File: src/design/iida_pkg.sv
// Shared types, widths and helpers of the indexed insert/delete array unit.
package iida_pkg;

  localparam int unsigned DEPTH_DEFAULT = 256;
  localparam int unsigned DATA_W        = 32;
  localparam int unsigned POS_W         = 9;
  localparam int unsigned CMD_W         = 2;
  localparam int unsigned STATUS_W      = 2;
  localparam int unsigned IN_TDATA_W    = 48;
  localparam int unsigned OUT_TDATA_W   = 16;
  localparam int unsigned TREE_FANIN    = 16;

  typedef enum logic [CMD_W-1:0] {
    CMD_INSERT = 2'd0,
    CMD_DELETE = 2'd1,
    CMD_SEARCH = 2'd2
  } iida_cmd_e;

  typedef enum logic [STATUS_W-1:0] {
    ST_DONE      = 2'd0,
    ST_BAD_INDEX = 2'd1,
    ST_FULL      = 2'd2
  } iida_status_e;

  // Per-cycle command broadcast to every cell of the row.
  typedef struct packed {
    logic              ins;
    logic              del;
    logic [POS_W-1:0]  pos;
    logic [DATA_W-1:0] value;
  } iida_ctrl_t;

  // Number of registered levels an OR tree needs to fold n bits into one.
  function automatic int unsigned tree_levels(int unsigned n);
    int unsigned w;
    int unsigned lv;
    w  = n;
    lv = 0;
    while (w > 1) begin
      w  = (w + TREE_FANIN - 1) / TREE_FANIN;
      lv = lv + 1;
    end
    return lv;
  endfunction

endpackage

File: src/design/iida_cell.sv
// One storage cell of the array row: holds one entry, shifts with its neighbors, flags a match.
module iida_cell #(
  parameter int unsigned IDX   = 0,
  parameter int unsigned CNT_W = 9
) (
  input  logic                       clk_i,
  input  iida_pkg::iida_ctrl_t       ctrl_i,
  input  logic [CNT_W-1:0]           count_i,
  input  logic [iida_pkg::DATA_W-1:0] left_i,
  input  logic [iida_pkg::DATA_W-1:0] right_i,
  output logic [iida_pkg::DATA_W-1:0] entry_o,
  output logic                       match_o
);
  import iida_pkg::*;

  localparam logic [31:0] IDX_W = 32'(IDX);

  logic [DATA_W-1:0] entry_q, entry_d;
  logic              match_q, match_d;
  logic [31:0]       pos_w;
  logic [31:0]       cnt_w;

  assign pos_w = 32'(ctrl_i.pos);
  assign cnt_w = 32'(count_i);

  always_comb begin
    entry_d = entry_q;
    if (ctrl_i.ins) begin
      // open a slot: cells above the position take the word from below
      if (IDX_W > pos_w) begin
        entry_d = left_i;
      end else if (IDX_W == pos_w) begin
        entry_d = ctrl_i.value;
      end
    end else if (ctrl_i.del && (IDX_W >= pos_w)) begin
      entry_d = right_i;
    end
  end

  assign match_d = (entry_q == ctrl_i.value) && (IDX_W < cnt_w);

  always_ff @(posedge clk_i) begin
    entry_q <= entry_d;
    match_q <= match_d;
  end

  assign entry_o = entry_q;
  assign match_o = match_q;

endmodule

File: config.mk
export PLATFORM = sky130hd
export DESIGN_NAME = iida_cell
export DESIGN_NICKNAME = d
export VERILOG_FILES = /design/src/design/iida_pkg.sv /design/src/design/iida_cell.sv
export SDC_FILE = /design/constraint.sdc
export NUM_CORES = 1
export LEC_CHECK = 0
export BUFFER_PORTS_ARGS = -buffer_cell sky130_fd_sc_hd__buf_2
export CAP_MARGIN = 20
export CORE_MARGIN = 3
export CORE_UTILIZATION = 41
export CTS_BUF_LIST = sky130_fd_sc_hd__clkbuf_16
export DETAILED_ROUTE_END_ITERATION = 12
export GPL_TIMING_DRIVEN = 0
export MAX_ROUTING_LAYER = met4
export PLACE_DENSITY = 0.85
export SLEW_MARGIN = 25
export SYNTH_ARGS = -nofsm -noshare
export SYNTH_HDL_FRONTEND = slang
export SYNTH_SLANG_ARGS = --single-unit
export TNS_END_PERCENT = 100
File: constraint.sdc
create_clock -name clk_i -period 11.38 [get_ports clk_i]
set_input_delay 1.138 -clock clk_i [delete_from_list [all_inputs] [get_ports clk_i]]
set_output_delay 1.138 -clock clk_i [all_outputs]
set_load 0.02 [all_outputs]
# Word-level counts from Yosys, hierarchy flattened

Index checks and enable logic that the tools add are counted.

Magnitude comparators: 3
Equal/unequal tests: 2
Muxes and demuxes: 4
Reductions and logical operators: 5

Operator list:

| cell                                                                               | count |
|---|---|
| 32-bit two-way mux                                                                 | 4 |
| 32-bit equality test                                                               | 1 |
| 32-bit logical NOT                                                                 | 1 |
| 1-bit by 9-bit greater-or-equal comparator with 1-bit output, first input constant | 1 |
| 1-bit by 9-bit greater-than comparator with 1-bit output, first input constant     | 1 |
| 1-bit by 9-bit less-than comparator with 1-bit output, first input constant        | 1 |
| 3-bit by 1-bit inequality test with 1-bit output, second input constant            | 1 |
| 1-bit logical AND                                                                  | 2 |
| 2-bit AND reduction                                                                | 1 |
| 2-bit nonzero test                                                                 | 1 |

Flip-flop bits (word level): 33
Bits of input ports: 117
Output and inout port bits: 33

# Logic depth before layout (Yosys ltp)

Depth in word-level cells: 4
Mapped depth: 4
Depth with buffers taken out: 4

# Worst setup path before layout

No wires, ideal clock.

Path kind: input port to flip-flop
Start: input ctrl_i[42] (netlist bit)
End: register entry_q[0] (netlist: entry_o[0]) (enable)
Data arrival time: 4.671 ns
Required time: 10.875 ns
Slack: 6.204 ns
Stages: 4
Cells stage by stage: buf_2 -> buf_2 -> o211ai_1 -> nor4_1

Cells in the longest elaborated chain, start to end: 2

RTL lines:

| what                                                                                                    | RTL line        | RTL |
|---|---|---|
| from (decl)                                                                                             | iida_cell.sv:7  | `input iida_pkg::iida_ctrl_t ctrl_i,` |
| 3-bit by 1-bit inequality test with 1-bit output (no line) / 2-bit nonzero test (equally long branches) | --              |  |
| 2-bit AND reduction (no line) (*)                                                                       | --              |  |
| to (signal assigned)                                                                                    | iida_cell.sv:43 | `entry_q <= entry_d;` |
| to (decl)                                                                                               | iida_cell.sv:18 | `logic [DATA_W-1:0] entry_q, entry_d;` |

Every way passes the cells marked *; elsewhere a longest branch is shown, timed or not.
A chain may end at the register's enable or synchronous reset.

# Final worst setup path

Start: input ctrl_i[42] (netlist bit)
End: register entry_q[9] (netlist: entry_o[9]) (enable)

Same word-level chain as after synthesis.

==> out/qor.yml <==
drv_cap: 0
antenna_found_initial: 0
synth-seq-cells: 33
r2r_start: "entry_o[25]"
yosysWarnings: 0
slew_violations: 0
fin_skew_ps: 1.905
start_kind: "primary input"
syn_inst: 120
start_util_pct: 43.36
critPathBufInv: 5
p_per_area_mw_per_mm2: 122.9
die-area_sq_mm: 0.005146
hold_depth: 3
wire_per_inst_microns: 15.26
ctsHoldBuffers: 0
drc: 0
syn_avg_cell_area_sq_um: 14.76
tritoncts: "yes"
design_area_sq_mm: 0.002618
wirelength_mm: 4.562
first_pass_iters: 3
finalHoldViolCount: 0
crit_type: "primary input to flop"
die_y_microns: 71.74
relSlewSlack_pct: 62.05
critPathRequiredTime_ps: 11360
coreArea_sq_mm: 0.004086
gr-total-overflow: 0
cts_setup_buffers: 0
r2r_setup_slack_ps: 9990
place_ws_ps: 8245
fillers: 330
synthesis.nets: 237
worstHoldPathType: "flop to flop"
vias_per_cell: 4.846
timing.rr.end: "match_o"
max_stage_delay_ps: 440
yosysSeqAreaShare_pct: 55.37
grt_pass1_wl_mm: 7.044
gp_congestion: 0.7726
dp_hpwl_mm: 3.698
cp_top_family: "buffers and inverters"
max_freq_mhz: 353.0
r2r_cells: 4
tns_ps: 0
period_share_pct: 24.90
setup_viol: 0
layout_setup_ws_ps: 8547
portBuffers: 116
slowest_stage: "nor4_2"
num_vias: 1449
die_x_microns: 71.74
syn-cell-area_sq_mm: 0.001772
status: "complete, no violations"
grt_pass1_vias: 1561
crit_path_start: "ctrl_i[42]"
htreeDepth: 2
antenna_left: 0
clock_latency_ps: 270
ios: 150
numCtsBuffers: 5
path_max_fanout: 10
cts_resized: 0
placed_cell_area_sq_mm: 0.002451
ys_types: 13
peakVddDrop_mv: 0.08768
areaGrowthSynthToFinish_pct: 47.74
nets: 365
clock-sinks: 33
drt_iter0_markers: 21
grt_max_degree: 12
drive_gt1_share_pct: 67.47
cp-end-kind: "flop"
cts_root_buf: "clkbuf_16"
crit_path_cell_trace: "buf_2 -> buf_2 -> o211ai_1 -> nor4_2 -> buf_4 -> buf_4 -> buf_2"
cpMostUsedCell: "buf_2"
track_usage_pct: 18.65
clkTransAtPathRegs_ps: 50
num_rows: 23
critPathArrivalTime_ps: 2810
min_period_ps: 2833
rsz0062_at_grt: "false"
cts_buffer_depth: 2
diodes: 0
min_from: "entry_o[28]"
p_leak_nw: 1.131
tightestPinTransition_ps: 564.6
hold_end: "match_o"
## cells in the mapped netlist
library cell	n	area share (%)
nor2_1	2	0.42
xnor2_1	8	4.0
nor3_1	1	0.28
o211ai_1	1	0.42
edfxtp_1	32	54
xor2_1	24	12
dfxtp_1	1	1.1
buf_2	4	1.1
nand3_1	2	0.56
nand4_1	3	1.1
mux2_2	32	20
nor4_1	7	2.5
nor4_2	3	2.1
## report_power, final
part           switching [W]  internal (W)
logic              0.0000138     0.0000220
registers        0.000000115      0.000134
clock network      0.0000490      0.000102
## flip-flops by register name (all words and copies together), names as in the netlist
| register | flops |
|---|---|
| entry_o | 32 |
| match_o | 1 |
## metrics by stage
stage | std cells | hold WS, ps | utilization [%] | power, W
CTS | 299 | 617.9 | 64.05 | 0.0003251
global placement | 286 | 590.4 | 59.09 | 0.0001717
floorplan | 120 | 704.0 | - | 0.0001540
finish | 299 | 612.0 | 64.05 | 0.0003216
global route | 299 | 661.5 | 64.05 | 0.0003344
detailed placement | 291 | 608.2 | 59.98 | 0.0001730
## layer usage
layer | up-vias | track usage, % | share of wire (%)
met3 | 8 | 6.732 | 8.4
met1 | 667 | 20.65 | 38
met2 | 67 | 30.71 | 51
met4 | 0 | 7.098 | 2.1
li1 | 707 | - | -
met5 | - | - | 0
## how the worst max path moves through the flow
stage | cells after the start | to | slack, ps
floorplan | 4 | entry_o[0] | 6200
finish | 7 | entry_o[9] | 8550
global placement | 4 | entry_o[9] | 4740
global route | 7 | entry_o[10] | 8410
detailed placement | 7 | entry_o[9] | 8250
CTS | 7 | entry_o[10] | 8510
## placed cells by master (no fill, tap or decap)
cell,count
dfxtp_1,1
clkbuf_16,5
bufinv_16,1
nand4_1,3
o211ai_1,1
nor3_1,1
nor4_2,4
nor4_1,6
mux2_2,32
clkinvlp_4,1
clkinv_1,1
nor2_1,2
xnor2_1,8
nand3_1,2
buf_2,123
buf_4,2
edfxtp_1,32
xor2_1,24
## cell families (layout without fill, tap and decap cells)
family	after synthesis	after routing	synth area share [%]
DFF	33	33	55.37
xor gates and xnor gates	32	32	15.82
muxes	32	32	20.34
and+or+nand+nor	18	18	6.921
buffers and inverters	4	133	1.130
AOI/OAI and AO/OA	1	1	0.4239
## worst min-delay path, cell delays in order (launching register included)
cell,delay [ps]
edfxtp_1,350
xnor2_1,70
nand4_1,100
nor4_2,50
## cell type report
type | instances | area, sq um | share of cell area (%)
Multi-Input combinational cell | 83 | 777.0 | 29.68
Timing Repair Buffer | 121 | 610.6 | 23.33
Clock buffer | 5 | 125.1 | 4.780
Tap cell | 50 | 62.56 | 2.390
Clock inverter | 3 | 41.29 | 1.577
Buffer | 4 | 20.02 | 0.7648
Sequential cell | 33 | 980.9 | 37.48
(Power assumes the default switching activity.)
